## config.mk

```make
export PLATFORM = sky130hd
export DESIGN_NAME = linked_queue_with_cursor
export DESIGN_NICKNAME = d
export VERILOG_FILES = /design/src/lqc_pkg.sv /design/src/linked_queue_with_cursor.sv
export VERILOG_INCLUDE_DIRS = /design/src /design/src/src
export SDC_FILE = /design/constraint.sdc
export NUM_CORES = 1
export LEC_CHECK = 0
export BUFFER_PORTS_ARGS = -buffer_cell sky130_fd_sc_hd__buf_2
export CAP_MARGIN = 5
export CORE_UTILIZATION = 30
export DETAILED_ROUTE_END_ITERATION = 8
export SKIP_CTS_REPAIR_TIMING = 1
export SKIP_LAST_GASP = 1
export SYNTH_ARGS = -nofsm -noshare
export SYNTH_HDL_FRONTEND = slang
export SYNTH_SLANG_ARGS = --single-unit
```

## constraint.sdc

```tcl
create_clock -name clk -period 5.6 [get_ports clk]
set_input_delay 1.12 -clock clk [delete_from_list [all_inputs] [get_ports clk]]
set_output_delay 1.12 -clock clk [all_outputs]
set_load 0.02 [all_outputs]
```

## src/assert_macros.svh

```systemverilog
// Assertion macros shared by the RTL of the linked queue block.
// Depends on nothing; under SYNTHESIS every macro expands to nothing.
`ifndef ASSERT_MACROS_SVH
`define ASSERT_MACROS_SVH
`ifndef SYNTHESIS
// Clocked check, masked while reset is held.
`define ASSERT_CHK(lbl, clk, rst_n, prop, msg) \
  lbl: assert property (@(posedge clk) disable iff (!rst_n) prop) else $error(msg);
// Clocked check that also runs through reset.
`define ASSERT_RST(lbl, clk, prop, msg) \
  lbl: assert property (@(posedge clk) prop) else $error(msg);
`else
`define ASSERT_CHK(lbl, clk, rst_n, prop, msg)
`define ASSERT_RST(lbl, clk, prop, msg)
`endif
`endif

```

## src/lqc_pkg.sv

```systemverilog
// Types, sizes and codes of the linked queue with cursor.
// Used by linked_queue_with_cursor; depends on nothing.
package lqc_pkg;

  localparam int DEPTH      = 16;
  localparam int DATA_WIDTH = 32;
  localparam int AW         = $clog2(DEPTH);
  localparam int PW         = $clog2(DEPTH + 1);
  localparam int IN_TDATA_W  = ((DATA_WIDTH + 7) / 8) * 8;
  localparam int OUT_TDATA_W = ((DATA_WIDTH + PW + 7) / 8) * 8;
  localparam int OUT_PAD_W   = OUT_TDATA_W - DATA_WIDTH - PW;

  typedef logic [AW-1:0]         addr_t;
  typedef logic [PW-1:0]         ptr_t;
  typedef logic [DATA_WIDTH-1:0] word_t;

  localparam ptr_t NIL = PW'(DEPTH);

  typedef enum logic [2:0] {
    ACT_PUSH, ACT_POP, ACT_SEEK_FIRST, ACT_SEEK_LAST,
    ACT_STEP_NEXT, ACT_STEP_PREV, ACT_REMOVE, ACT_CLEAR
  } action_t;

  typedef enum logic [1:0] {
    STAT_OK, STAT_EMPTY, STAT_FULL, STAT_NOCUR
  } status_t;

  typedef enum logic [1:0] {
    ST_IDLE, ST_LINK, ST_WR2, ST_RES
  } state_t;

  function automatic logic is_slot(ptr_t p);
    return (p < NIL);
  endfunction

endpackage

```

## src/linked_queue_with_cursor.sv

```systemverilog
// Linked queue with cursor: doubly linked FIFO in a slot store with free list.
// Depends on lqc_pkg and assert_macros.svh.
// Path from accept to result: seek, clear, empty pop and cursorless step or remove go to
// ST_RES; pop, step and a push onto an empty queue or into a full store pass ST_LINK; remove
// and a push onto a non-empty queue pass ST_LINK and ST_WR2. One transaction in flight.
// Reset (rst_n low, synchronous): queue empty, cursor dropped, direction forward.
`include "assert_macros.svh"

module linked_queue_with_cursor (
  input  logic                           clk,
  input  logic                           rst_n,
  input  logic                           in_tvalid,
  output logic                           in_tready,
  input  logic [lqc_pkg::IN_TDATA_W-1:0] in_tdata,   // [31:0] in_data
  input  logic [2:0]                     in_tuser,   // [2:0] action
  output logic                           out_tvalid,
  input  logic                           out_tready,
  output logic [lqc_pkg::OUT_TDATA_W-1:0] out_tdata, // [31:0] out_data, [36:32] occupancy
  output logic [3:0]                     out_tuser   // [1:0] status, [2] out_valid,
                                                     // [3] cursor_valid
);
  import lqc_pkg::*;

  // Slot store: payload words and both link directions
  word_t word_mem [DEPTH];
  ptr_t  fwd_mem  [DEPTH];
  ptr_t  bwd_mem  [DEPTH];

  state_t  state_r, state_nxt;
  action_t act_r, act_nxt;
  word_t   data_r, data_nxt;
  status_t stat_r, stat_nxt;
  ptr_t    head_r, head_nxt;
  ptr_t    tail_r, tail_nxt;
  ptr_t    cur_r, cur_nxt;
  logic    dir_r, dir_nxt;
  ptr_t    free_r, free_nxt;
  ptr_t    fresh_r, fresh_nxt;
  ptr_t    count_r, count_nxt;
  ptr_t    wr2_addr_r, wr2_addr_nxt;
  ptr_t    wr2_data_r, wr2_data_nxt;

  // Store read port (one address for all three arrays)
  logic    rd_en;
  addr_t   rd_addr;
  word_t   rd_word_r;
  ptr_t    rd_fwd_r;
  ptr_t    rd_bwd_r;

  // Store write ports
  logic    wd_we, fw_we, bw_we;
  addr_t   wd_addr, fw_addr, bw_addr;
  word_t   wd_data;
  ptr_t    fw_data, bw_data;

  // Result register
  logic    out_tvalid_r, out_tvalid_nxt;
  status_t out_stat_r, out_stat_nxt;
  word_t   out_word_r, out_word_nxt;
  logic    out_wv_r, out_wv_nxt;
  logic    out_cv_r, out_cv_nxt;
  ptr_t    out_occ_r, out_occ_nxt;

  logic    in_fire, out_free;
  action_t in_act;
  logic    slot_avail;
  ptr_t    push_slot;
  ptr_t    seek_sel;
  ptr_t    step_sel;
  ptr_t    rm_sel;
  logic    res_wv;

  assign in_act     = action_t'(in_tuser);
  assign in_tready  = (state_r == ST_IDLE);
  assign in_fire    = in_tvalid && in_tready;
  assign out_free   = !out_tvalid_r || out_tready;
  // Recycled slots first, then never-used slots in order
  assign slot_avail = is_slot(free_r) || (fresh_r < NIL);
  assign push_slot  = is_slot(free_r) ? free_r : fresh_r;
  assign seek_sel   = (in_act == ACT_SEEK_FIRST) ? head_r : tail_r;
  assign step_sel   = dir_r ? rd_fwd_r : rd_bwd_r;
  // After a removal the cursor backs off against the direction of travel
  assign rm_sel     = dir_r ? rd_bwd_r : rd_fwd_r;
  // Popped word is valid on a good pop; otherwise the word under the cursor
  assign res_wv     = ((act_r == ACT_POP) && (stat_r == STAT_OK)) || is_slot(cur_r);

  // Next state
  always_comb begin
    state_nxt = state_r;
    case (state_r)
      ST_IDLE: begin
        if (in_fire) begin
          case (in_act)
            ACT_PUSH:                     state_nxt = ST_LINK;
            ACT_POP:                      state_nxt = is_slot(head_r) ? ST_LINK : ST_RES;
            ACT_STEP_NEXT, ACT_STEP_PREV,
            ACT_REMOVE:                   state_nxt = is_slot(cur_r) ? ST_LINK : ST_RES;
            default:                      state_nxt = ST_RES;
          endcase
        end
      end
      ST_LINK: begin
        case (act_r)
          ACT_PUSH:   state_nxt = (slot_avail && is_slot(tail_r)) ? ST_WR2 : ST_RES;
          ACT_REMOVE: state_nxt = ST_WR2;
          default:    state_nxt = ST_RES;
        endcase
      end
      ST_WR2:  state_nxt = ST_RES;
      ST_RES:  state_nxt = out_free ? ST_IDLE : ST_RES;
      default: state_nxt = ST_IDLE;
    endcase
  end

  // Datapath, store access and result
  always_comb begin
    act_nxt      = act_r;
    data_nxt     = data_r;
    stat_nxt     = stat_r;
    head_nxt     = head_r;
    tail_nxt     = tail_r;
    cur_nxt      = cur_r;
    dir_nxt      = dir_r;
    free_nxt     = free_r;
    fresh_nxt    = fresh_r;
    count_nxt    = count_r;
    wr2_addr_nxt = wr2_addr_r;
    wr2_data_nxt = wr2_data_r;
    rd_en        = 1'b0;
    rd_addr      = cur_r[AW-1:0];
    wd_we        = 1'b0;
    wd_addr      = push_slot[AW-1:0];
    wd_data      = data_r;
    fw_we        = 1'b0;
    fw_addr      = wr2_addr_r[AW-1:0];
    fw_data      = wr2_data_r;
    bw_we        = 1'b0;
    bw_addr      = push_slot[AW-1:0];
    bw_data      = tail_r;
    out_tvalid_nxt = out_tvalid_r && !out_tready;
    out_stat_nxt = out_stat_r;
    out_word_nxt = out_word_r;
    out_wv_nxt   = out_wv_r;
    out_cv_nxt   = out_cv_r;
    out_occ_nxt  = out_occ_r;

    case (state_r)
      ST_IDLE: begin
        if (in_fire) begin
          act_nxt  = in_act;
          data_nxt = in_tdata[DATA_WIDTH-1:0];
          stat_nxt = STAT_OK;
          case (in_act)
            ACT_PUSH: begin
              // Fetch the free-list successor of the candidate slot
              cur_nxt = NIL;
              rd_en   = 1'b1;
              rd_addr = free_r[AW-1:0];
            end
            ACT_POP: begin
              cur_nxt = NIL;
              rd_addr = head_r[AW-1:0];
              if (is_slot(head_r)) begin
                rd_en = 1'b1;
              end else begin
                stat_nxt = STAT_EMPTY;
              end
            end
            ACT_SEEK_FIRST, ACT_SEEK_LAST: begin
              dir_nxt = (in_act == ACT_SEEK_FIRST);
              cur_nxt = seek_sel;
              rd_en   = 1'b1;
              rd_addr = seek_sel[AW-1:0];
              if (!is_slot(seek_sel)) begin
                stat_nxt = STAT_EMPTY;
              end
            end
            ACT_STEP_NEXT, ACT_STEP_PREV: begin
              dir_nxt = (in_act == ACT_STEP_NEXT);
              if (is_slot(cur_r)) begin
                rd_en = 1'b1;
              end else begin
                stat_nxt = STAT_NOCUR;
              end
            end
            ACT_REMOVE: begin
              if (is_slot(cur_r)) begin
                rd_en = 1'b1;
              end else begin
                stat_nxt = STAT_NOCUR;
              end
            end
            default: begin
              // Clear: drop list, free list and cursor; direction back to forward
              head_nxt  = NIL;
              tail_nxt  = NIL;
              cur_nxt   = NIL;
              dir_nxt   = 1'b1;
              free_nxt  = NIL;
              fresh_nxt = '0;
              count_nxt = '0;
            end
          endcase
        end
      end

      ST_LINK: begin
        case (act_r)
          ACT_PUSH: begin
            if (slot_avail) begin
              if (is_slot(free_r)) begin
                free_nxt = rd_fwd_r;
              end else begin
                fresh_nxt = fresh_r + PW'(1);
              end
              wd_we   = 1'b1;
              fw_we   = 1'b1;
              fw_addr = push_slot[AW-1:0];
              fw_data = NIL;
              bw_we   = 1'b1;
              tail_nxt  = push_slot;
              count_nxt = count_r + PW'(1);
              // Old tail gets its forward link in the next cycle
              wr2_addr_nxt = tail_r;
              wr2_data_nxt = push_slot;
              if (!is_slot(tail_r)) begin
                head_nxt = push_slot;
              end
            end else begin
              stat_nxt = STAT_FULL;
            end
          end
          ACT_POP: begin
            head_nxt = rd_fwd_r;
            if (is_slot(rd_fwd_r)) begin
              bw_we   = 1'b1;
              bw_addr = rd_fwd_r[AW-1:0];
              bw_data = NIL;
            end else begin
              tail_nxt = NIL;
            end
            // Return the old head to the free list
            fw_we   = 1'b1;
            fw_addr = head_r[AW-1:0];
            fw_data = free_r;
            free_nxt = head_r;
            if (count_r != '0) begin
              count_nxt = count_r - PW'(1);
            end
          end
          ACT_STEP_NEXT, ACT_STEP_PREV: begin
            cur_nxt = step_sel;
            rd_en   = 1'b1;
            rd_addr = step_sel[AW-1:0];
          end
          ACT_REMOVE: begin
            // Unlink: rd_bwd_r is the predecessor, rd_fwd_r the successor
            if (is_slot(rd_bwd_r)) begin
              fw_we   = 1'b1;
              fw_addr = rd_bwd_r[AW-1:0];
              fw_data = rd_fwd_r;
            end else begin
              head_nxt = rd_fwd_r;
            end
            if (is_slot(rd_fwd_r)) begin
              bw_we   = 1'b1;
              bw_addr = rd_fwd_r[AW-1:0];
              bw_data = rd_bwd_r;
            end else begin
              tail_nxt = rd_bwd_r;
            end
            cur_nxt = rm_sel;
            if (count_r != '0) begin
              count_nxt = count_r - PW'(1);
            end
            wr2_addr_nxt = cur_r;
            wr2_data_nxt = free_r;
          end
          default: begin
          end
        endcase
      end

      ST_WR2: begin
        // Second forward-link write; fetch the word under the cursor meanwhile
        fw_we = 1'b1;
        rd_en = 1'b1;
        if (act_r == ACT_REMOVE) begin
          free_nxt = wr2_addr_r;
        end
      end

      ST_RES: begin
        if (out_free) begin
          out_tvalid_nxt = 1'b1;
          out_stat_nxt   = stat_r;
          out_word_nxt   = res_wv ? rd_word_r : '0;
          out_wv_nxt     = res_wv;
          out_cv_nxt     = is_slot(cur_r);
          out_occ_nxt    = count_r;
        end
      end

      default: begin
      end
    endcase
  end

  // Slot store
  always_ff @(posedge clk) begin
    if (rd_en) begin
      rd_word_r <= word_mem[rd_addr];
      rd_fwd_r  <= fwd_mem[rd_addr];
      rd_bwd_r  <= bwd_mem[rd_addr];
    end
    if (wd_we) begin
      word_mem[wd_addr] <= wd_data;
    end
    if (fw_we) begin
      fwd_mem[fw_addr] <= fw_data;
    end
    if (bw_we) begin
      bwd_mem[bw_addr] <= bw_data;
    end
  end

  // Control state
  always_ff @(posedge clk) begin
    if (!rst_n) begin
      state_r      <= ST_IDLE;
      head_r       <= NIL;
      tail_r       <= NIL;
      cur_r        <= NIL;
      dir_r        <= 1'b1;
      free_r       <= NIL;
      fresh_r      <= '0;
      count_r      <= '0;
      out_tvalid_r <= 1'b0;
    end else begin
      state_r      <= state_nxt;
      head_r       <= head_nxt;
      tail_r       <= tail_nxt;
      cur_r        <= cur_nxt;
      dir_r        <= dir_nxt;
      free_r       <= free_nxt;
      fresh_r      <= fresh_nxt;
      count_r      <= count_nxt;
      out_tvalid_r <= out_tvalid_nxt;
    end
  end

  // Payload
  always_ff @(posedge clk) begin
    act_r      <= act_nxt;
    data_r     <= data_nxt;
    stat_r     <= stat_nxt;
    wr2_addr_r <= wr2_addr_nxt;
    wr2_data_r <= wr2_data_nxt;
    out_stat_r <= out_stat_nxt;
    out_word_r <= out_word_nxt;
    out_wv_r   <= out_wv_nxt;
    out_cv_r   <= out_cv_nxt;
    out_occ_r  <= out_occ_nxt;
  end

  assign out_tvalid = out_tvalid_r;
  assign out_tdata  = {{OUT_PAD_W{1'b0}}, out_occ_r, out_word_r};
  assign out_tuser  = {out_cv_r, out_wv_r, out_stat_r};

  `ASSERT_RST(a_rst_idle, clk, !rst_n |=> state_r == ST_IDLE, "reset did not idle the sequencer")
  `ASSERT_CHK(a_cnt_bound, clk, rst_n, count_r <= fresh_r && fresh_r <= NIL, "entry count beyond slots used")
  `ASSERT_CHK(a_ends, clk, rst_n, is_slot(head_r) == is_slot(tail_r), "head and tail disagree on emptiness")
  `ASSERT_CHK(a_empty, clk, rst_n, (count_r == '0) == !is_slot(head_r), "entry count disagrees with head")
  `ASSERT_CHK(a_cursor, clk, rst_n, is_slot(cur_r) |-> count_r != '0, "cursor set on an empty queue")

endmodule
```

# Yosys cells after proc, flatten, opt, wreduce, memory -nomap -nowiden
# Memories as Yosys holds them, arrays and structs flattened. A register that Yosys moved wholly into a read port is not among the register bits.
# Cells that the tools add are included.
[classes] n_eq_ne=33 mux=97 n_bitwise=1 addsub=3 reduce_logical=36 order_cmp=8
[op_table] operator="5-bit 2-to-1 mux" count=30
[op_table] operator="5-bit one-hot mux with 2 select lines" count=12
[op_table] operator="5-bit one-hot mux with 3 select lines" count=4
[op_table] operator="5-bit less-than comparator (second input constant)" count=8
[op_table] operator="4-bit 2-to-1 mux" count=8
[op_table] operator="3-bit != test (second input constant)" count=9
[op_table] operator="4-bit one-hot mux with 3 select lines" count=2
[op_table] operator="1-bit 2-to-1 mux" count=21
[op_table] operator="7-bit AND reduction" count=3
[op_table] operator="3-bit equality test (second input constant)" count=6
[op_table] operator="2-bit 2-to-1 mux" count=8
[op_table] operator="2-bit != test (second input constant)" count=8
[op_table] operator="1-bit one-hot mux with 3 select lines" count=4
[op_table] operator="2-bit one-hot mux with 3 select lines" count=2
[op_table] operator="6-bit AND reduction" count=2
[op_table] operator="5-bit by 1-bit adder with 5-bit output (second input constant)" count=2
[op_table] operator="3-bit OR reduction" count=3
[op_table] operator="2-bit one-hot mux with 4 select lines" count=1
[op_table] operator="4-bit one-hot mux with 2 select lines" count=1
[op_table] operator="4-bit AND reduction" count=2
[op_table] operator="2-bit OR reduction" count=4
[op_table] operator="7-bit OR reduction" count=1
[op_table] operator="3-bit by 1-bit equality test with 1-bit output (second input constant)" count=2
[op_table] operator="3-bit by 2-bit equality test with 1-bit output (second input constant)" count=2
[op_table] operator="19 further kinds" count=33
[word_totals] ff_bits=122 output_inout_bits=46 memories=3 ram_bits=672
[mem_list] memory="word_mem" words=16 width=32 rd=1 rd_clocked_by_memory_dff=1 write_ports=1 line_no="linked_queue_with_cursor.sv:25" text="word_t word_mem [DEPTH];"
[mem_list] memory="bwd_mem" words=16 width=5 rd=1 rd_clocked_by_memory_dff=1 write_ports=1 line_no="linked_queue_with_cursor.sv:27" text="ptr_t bwd_mem [DEPTH];"
[mem_list] memory="fwd_mem" words=16 width=5 rd=1 rd_clocked_by_memory_dff=1 write_ports=1 line_no="linked_queue_with_cursor.sv:26" text="ptr_t fwd_mem [DEPTH];"

# Logic depth before layout (Yosys ltp)
# Gate-level depths: netlist (run 1).
[logic_depth] ltp_word=7 ltp_mapped=13

# Worst setup path before layout (run 1)
# Ideal clock, no wire load.
[synth_timing] path_kind="input to register" startpoint="input port in_tvalid" endpoint="register rd_bwd_r[0] (read register of bwd_mem) (enable)" path_stages=4 arrival_ps=3942 path_buffers=0 slack_ps=1217 cell_sequence="nand2_1 inv_1 a211oi_1 nor2_1"
[synth_via] elab_chain_cells=3 elab_cells_between_ends=5 classes_between="4 x mux; 1 x reduce/logical"
[synth_lines] item="start: declaration" line_no="linked_queue_with_cursor.sv:12" text="input logic in_tvalid,"
[synth_lines] item="1-bit logical AND" line_no="linked_queue_with_cursor.sv:75" text="assign in_fire = in_tvalid && in_tready;"
[synth_lines] item="1-bit 2-to-1 mux" line_no="linked_queue_with_cursor.sv:149" text="if (in_fire) begin"
[synth_lines] item="1-bit one-hot mux with 3 select lines" line_no="linked_queue_with_cursor.sv:147" text="case (state_r)"
[synth_lines] item="net rd_en" line_no="linked_queue_with_cursor.sv:44" text="logic rd_en;"
[synth_lines] item="end: declaration" line_no="linked_queue_with_cursor.sv:48" text="ptr_t rd_bwd_r;"
# The timed path passes the listed nets, and every way through them passes these cells.
# A chain may end at the register's enable or synchronous reset.

# Worst setup path after layout (run 1)
[layout_timing] startpoint="register state_r[0]" endpoint="register rd_fwd_r[4] (read register of fwd_mem), data pin"
[layout_via] elab_chain_cells=4 elab_cells_between_ends=8 classes_between="2 x eq/ne; 4 x mux; 2 x reduce/logical"
[layout_lines] item="start: declaration" line_no="linked_queue_with_cursor.sv:29" text="state_t state_r, state_nxt;"
[layout_lines] item="start signal: assignment" line_no="linked_queue_with_cursor.sv:340" text="state_r <= state_nxt;"
[layout_lines] item="2-bit zero test" line_no="linked_queue_with_cursor.sv:74, linked_queue_with_cursor.sv:147"
[layout_lines] item="1-bit logical AND" line_no="linked_queue_with_cursor.sv:75"
[layout_lines] item="1-bit 2-to-1 mux / 4-bit 2-to-1 mux (equally long branches)" line_no="linked_queue_with_cursor.sv:149"
[layout_lines] item="1-bit one-hot mux with 3 select lines / 4-bit one-hot mux with 2 select lines (equally long branches)" line_no="linked_queue_with_cursor.sv:147"
[layout_lines] item="end: declaration" line_no="linked_queue_with_cursor.sv:47" text="ptr_t rd_fwd_r;"
# Parallel ways exist; a longest one is shown, timed or not.

==> results of run 1 <==
report_power, final:
group          switching, mW  internal (mW)
sequential             0.505           7.67
clock                   2.41           3.02
combinational           2.63           1.36
total                   5.55           12.1
cell type report:
type	count	area (sq um)	area share, %
antenna	1	2.502	0.006514
sequential	836	24760	64.46
timing repair buffer	145	998.5	2.599
inverter	16	60.06	0.1563
multi-input combinational	1215	8083	21.04
clock buffer	110	2262	5.889
tap	1476	1847	4.807
clock inverter	43	399.1	1.039
through the flow:
step	util, %	power, mW
after CTS	35.05	17.73
final	35.05	17.60
after detailed placement	32.62	12.32
after floorplan	-	10.76
after global placement	32.62	12.28
after global routing	35.05	18.31
layer usage:
metal	GRT usage [%]	part of all wire [%]	up-vias	wire length [um]
li1	-	-	8676	-
met1	20.06	44	9845	37320
met5	0	0	-	0
met2	25.09	48	638	41220
met3	1.888	5.5	115	4658
met4	4.887	2.3	0	2002
logic make-up (layout without fill, tap and decap cells):
kind of cell / count (synthesis) / after routing
DFF: 836 / 836
adders and majority gates: 11 / 11
xor gates and xnor gates: 7 / 7
and+or+nand+nor: 650 / 650
AOI/OAI and AO/OA: 336 / 336
muxes: 208 / 208
other: 1 / 4
buffers and inverters: 143 / 314
flip-flops by register name, summed over array words and instances (netlist names), 32 cells and up:
signal,count
word_mem,512
out_word_r,32
data_r,32
rd_word_r,32
bwd_mem,80
fwd_mem,80
worst max path at each step:
stage	start	to	slack (ps)	cells past startpoint
6_report	state_r[0]	rd_fwd_r[4]	1650	10
5_1_grt	act_r[2]	bwd_mem[7][2]	1490	7
4_1_cts	state_r[0]	rd_fwd_r[4]	1700	10
3_5_place_dp	in_tuser[2]	rd_word_r[15]	1130	11
3_3_place_gp	in_tuser[2]	rd_word_r[30]	1180	11
2_1_floorplan	in_tvalid	rd_bwd_r[0]	1220	4
cells in the final DEF (no fill, tap or decap), types with 13 or more instances in the layout:
cell / count
clkinv_1: 14
and2_1: 37
nor2b_1: 15
clkbuf_16: 86
o21ai_0: 34
edfxtp_1: 802
a22oi_1: 23
mux2i_1: 195
nand2_1: 384
a32oi_1: 144
a21oi_1: 43
buf_4: 55
nand3_1: 16
clkbuf_1: 22
dfxtp_1: 34
clkinv_2: 13
nor2_1: 78
nand4_1: 13
buf_2: 81
mux2_2: 13
and4_1: 38
inv_1: 14
nor2_4: 21
==> out/metrics.cfg, run 1 <==
[detailed_routing]
drt_drc_violations_left=0
wl_per_cell_um=22.18
drtIter0Drc=1731
postRouteAntennaNets=0
avgViaCountPerCell=5.017
vias=19270
drt_pass1_iterations=5
wl_mm=85.21

[finish]
final_nets=2349
final_cell_count_no_fill=3842
fin_area_sq_um=38420
area_growth_pct=15.15
fill_cells=10550
drive_gt1_share_pct=13.62

[floorplan]
die_x_um=335.5
num_io_pins=85
rows=121
design.die.area_sq_um=112500
core-area_sq_um=109600
start_util_pct=30.44
die_y_um=335.5

[synthesis]
synth-seq-cells=836
synth_cells=2192
ys_types=71
yosysTopAreaCell=edfxtp_1
yosys.cell_count.top_type=edfxtp_1
syn_area_sq_um=33360
seq_area_frac_synth_pct=74.23
ys.flop_type=edfxtp_1
synth_common_cells=edfxtp_1 (802), nand2_1 (386), mux2i_1 (195)
synth.area.top_cells=edfxtp_1 (72%), mux2i_1 (5.9%), nand2_1 (4.3%)
yosysTopAreaCellShare_pct=72.19
ys_async_sr_fraction_pct=0
yosys.area_share.simple_pct=8.873
synth_compound_area_share_pct=7.835
synth_top_family_by_area=simple AND/OR/NAND/NOR gates
synthXorXnorAreaFrac_pct=0.1838
synth_edf_count=802
yosys.area_share.adder_pct=0.4350
avgSynthCellArea_sq_um=15.22
ys_warn_count=0
yosys-mux-area-fraction_pct=6.289

[timing]
period_share_pct=70.52
tns_ps=0
slew_headroom_pct=15.76
fin_worst_skew_ps=42.04
final_hold_viol_count=0
fmax_ghz=0.2532
worst_pin_slew_ps=1264
timing.hold.ws_ps=501.0
finalMaxSlewViolations=0
rsz0062_at_grt=false
setup_viol=0
fin_ws_ps=1651
finalCriticalPeriod_ps=3949

[worst_setup_path]
slowest_delay_ps=540
reg2reg_to=rd_fwd_r[4]
startpoint_type=flop
critPathBufInv=2
cp_slowest_cell=buf_4
arrival_ps=4340
cp_max_fo=30
required_ps=5990
reg2reg_slack_ps=1650
ff2ff_path_depth=10
path_class=reg2reg
crit_family=compound AO/OA/AOI/OAI gates
path_cells=inv_1 -> ha_1 -> mux2i_1 -> a21oi_1 -> a21boi_1 -> o2bb2ai_2 -> nor2_4 -> buf_4 -> a32oi_1 -> and4_1
endpoint_kind=flop
worstReg2RegStart=state_r[0]

[clock_network]
cts_tree=built
cts_made_buffers=85
cts.sinks=836
cts-root-buf=clkbuf_16
clkSlewWorstSetupHoldPaths_ps=60
cts.path.max_buffers=3
clkLatencyLatePin_ps=670
htree_levels=3

[placement]
gp_congestion=0.8752
hpwl_mm=50.91
place.port_buffers=81
dpl.cell_count=3688
placed_area_sq_um=35750
pre_cts_ws_ps=1127

[grt]
grt_usage_pct=14.98
antenna_found_initial=2
grt_pass1_vias=19140
gr-total-overflow=0
grt_pass1_wl_mm=125.6
grt_max_degree=113

[worst_hold_path]
worstHoldStart=count_r[2]
hold_path.class=reg2reg
min_to=out_occ_r[2]
hold-path-cell-count=0

[power]
powerDensity_nw_per_um2=458.1
cellLeakagePower_nw=12.38
ir_drop_v=0.0002720

[flow_run]
maxCapViolations=0

[status]
run_status=completed

Note: power is estimated with default switching activity, not from simulation.
==> run 2, diff against run 1 <==
Settings changed: ABC_AREA set to 1.
Clock period 5.6 ns to 3.7 ns, I/O delays scaled along.
==> out/metrics.cfg, run 2 <==
[timing]
rsz0062_at_grt=false
slew_headroom_pct=45.72  ; +30 points
period_share_pct=87.32  ; +17 points
worst_pin_slew_ps=814.1  ; -449.5 ps
final_hold_viol_count=0  ; unchanged
finalMaxSlewViolations=0  ; unchanged
finalCriticalPeriod_ps=3231  ; -718.2 ps
tns_ps=0  ; unchanged
fmax_ghz=0.3095  ; +22%
setup_viol=0  ; unchanged
fin_worst_skew_ps=27.22  ; -14.82 ps

[finish]
top_regs=word_mem (512), bwd_mem (80), fwd_mem (80)
utilization_pct=35.05  ; about the same
drive_gt1_share_pct=9.335  ; -4.3 points
final_nets=3584  ; +53%
diodes=0  ; -1
final_common_cell=edfxtp_1
largest_reg_flops=512  ; unchanged
top_register=word_mem
area_growth_pct=15.22  ; about the same
final_cell_mix=edfxtp_1 (802), nand3_1 (784), nand2_1 (668), inv_1 (543), nor2_1 (115)
fin_area_sq_um=42270  ; +10%

[grt]
grt_pass1_vias=23900  ; +25%
grt_pass1_wl_mm=150.1  ; +19%
antenna_found_initial=2  ; unchanged
gr-total-overflow=0  ; unchanged
grt_max_degree=117  ; +3.5%
grt_usage_pct=15.93  ; +0.95 points

[placement]
placed_area_sq_um=39490  ; +10%
place.port_buffers=81  ; unchanged
hpwl_mm=54.62  ; +7.3%
gp_congestion=0.9069  ; +3.6%

[power]
share_seq_of_total_power_pct=33.0  ; -13 points
switching_share_pct=42.65  ; +11 points
comb_power_share_pct=44.4  ; +22 points
p_sw_mw=16.16  ; +190%
powerDensity_nw_per_um2=896.1  ; +96%
ir_drop_v=0.0009390  ; +250%
power_frac_clock_pct=22.6  ; -8.3 points
cellLeakagePower_nw=16.85  ; +36%
p_int_mw=21.73  ; +80%

[synthesis]
synth.area.top_cells=edfxtp_1 (66%), nand3_1 (11%), nand2_1 (6.9%)
ys_warn_count=0  ; unchanged
synth_common_cells=edfxtp_1 (802), nand3_1 (784), nand2_1 (671)
avgSynthCellArea_sq_um=10.55  ; -31%
synth_edf_count=802  ; unchanged
seq_area_frac_synth_pct=67.49  ; -6.7 points
synth_cells=3477  ; +59%
yosysTopAreaCellShare_pct=65.64  ; -6.5 points
syn_area_sq_um=36690  ; +10%
synth-seq-cells=836  ; unchanged
ys.flop_type=edfxtp_1
yosys.cell_count.top_type=edfxtp_1
ys_async_sr_fraction_pct=0  ; unchanged
yosysTopAreaCell=edfxtp_1
ys_types=44  ; -38%

[worst_setup_path]
startpoint=state_r[1]
arrival_ps=3530  ; -810 ps
endpoint_kind=flop
path_class=reg2reg
cp_max_fo=10  ; -67%
ff2ff_path_depth=10  ; unchanged
startpoint_type=flop
reg2reg_slack_ps=470  ; -1180 ps
reg2reg_to=bwd_mem[3][2]
worstReg2RegStart=state_r[1]
required_ps=4000  ; -1990 ps

[clock_network]
cts.sinks=836  ; unchanged
cts_made_buffers=91  ; +7.1%
clkLatencyLatePin_ps=670  ; about the same
cts.path.max_buffers=3  ; unchanged
htree_levels=3  ; unchanged
clkSlewWorstSetupHoldPaths_ps=60  ; about the same
cts-root-buf=clkbuf_16
cts_tree=built

[floorplan]
num_io_pins=85  ; unchanged
design.die.area_sq_um=123700  ; +9.9%
rows=127  ; +5.0%
die_y_um=351.7  ; +4.8%
die_x_um=351.7  ; +4.8%
start_util_pct=30.42  ; about the same
core-area_sq_um=120600  ; +10%

[detailed_routing]
met3_length_mm=6.698  ; +44%
vias=25030  ; +30%
drt_pass1_iterations=5  ; unchanged
routed.top_layer=met5
wl_met1_mm=43.60  ; +17%
wl_mm=98.99  ; +16%
drt_drc_violations_left=0  ; unchanged
postRouteAntennaNets=0  ; unchanged
wl_per_cell_um=18.96  ; -15%
met2WireLength_mm=46.35  ; +12%
drtIter0Drc=2297  ; +33%
avgViaCountPerCell=4.794  ; -4.4%

[flow_run]
maxCapViolations=0  ; unchanged

[worst_hold_path]
min_to=data_r[24]
hold-path-cell-count=1  ; +1
worstHoldStart=in_tdata[24]
hold_path.class=in2reg

[status]
run_status=completed

==> run 2: kinds of logic (layout without fill, tap and decap cells) <==
family / after synthesis / count (layout) / share of synthesized area, %
compound gates: 180 / 180 / 2.749
buf+inv: 757 / 888 / 8.365
simple gates: 1690 / 1690 / 20.94
other cells: 1 / 3 / 0.01022
xor+xnor: 2 / 2 / 0.04775
fa+ha+maj: 11 / 11 / 0.3956
flops: 836 / 836 / 67.49
==> run 2: worst max-delay path by stage <==
stage                          to  slack (ps)
global placement    rd_word_r[16]         270
CTS                 bwd_mem[3][2]         510
floorplan                out_cv_r         470
finish              bwd_mem[3][2]         470
global route        bwd_mem[0][0]         200
detailed placement  rd_word_r[23]         230
==> run 2: metrics by stage <==
step                worst slack [ps]  instances  hold WS (ps)  total power, mW
global placement               267.5       5053         432.2            29.35
CTS                            507.9       5222         204.2            38.14
floorplan                      466.6       3479         427.2            23.77
global route                   200.5       5222         229.9            40.23
finish                         469.1       5222         248.1            37.88
detailed placement             226.0       5053         435.8            29.49
==> run 2: cell type report <==
type,count,area [sq um]
Inverter,557,2092
Clock inverter,56,371.6
Sequential cell,836,24760
Timing Repair Buffer,162,1551
Fill cell,11950,78330
Tap cell,1612,2017
Multi-Input combinational cell,1886,9066
Clock buffer,113,2412
==> run 2: per-layer routing <==
metal	GRT usage, %	up-vias
li1	-	11830
met1	22.10	12160
met2	25.81	884
met3	2.231	163
met4	4.703	2
met5	0	-
==> run 2: power by group through the flow <==
stage / clock [mW] / sequential [mW] / combinational [mW]
finish: 8.57 / 12.5 / 16.8
global route: 9.08 / 12.6 / 18.6
CTS: 8.77 / 12.5 / 16.9
detailed placement: 0 / 12.7 / 16.8
global placement: 0 / 12.7 / 16.7
floorplan: 0 / 12.5 / 11.3
==> run 2: critical path, cell delays in order, from the launching register on <==
cell	delay, ps
dfxtp_1	330
inv_1	90
ha_1	430
inv_2	70
nor2_1	150
inv_1	120
nor2_1	390
inv_2	160
o21ai_0	450
nand2_1	230
nor2_1	470
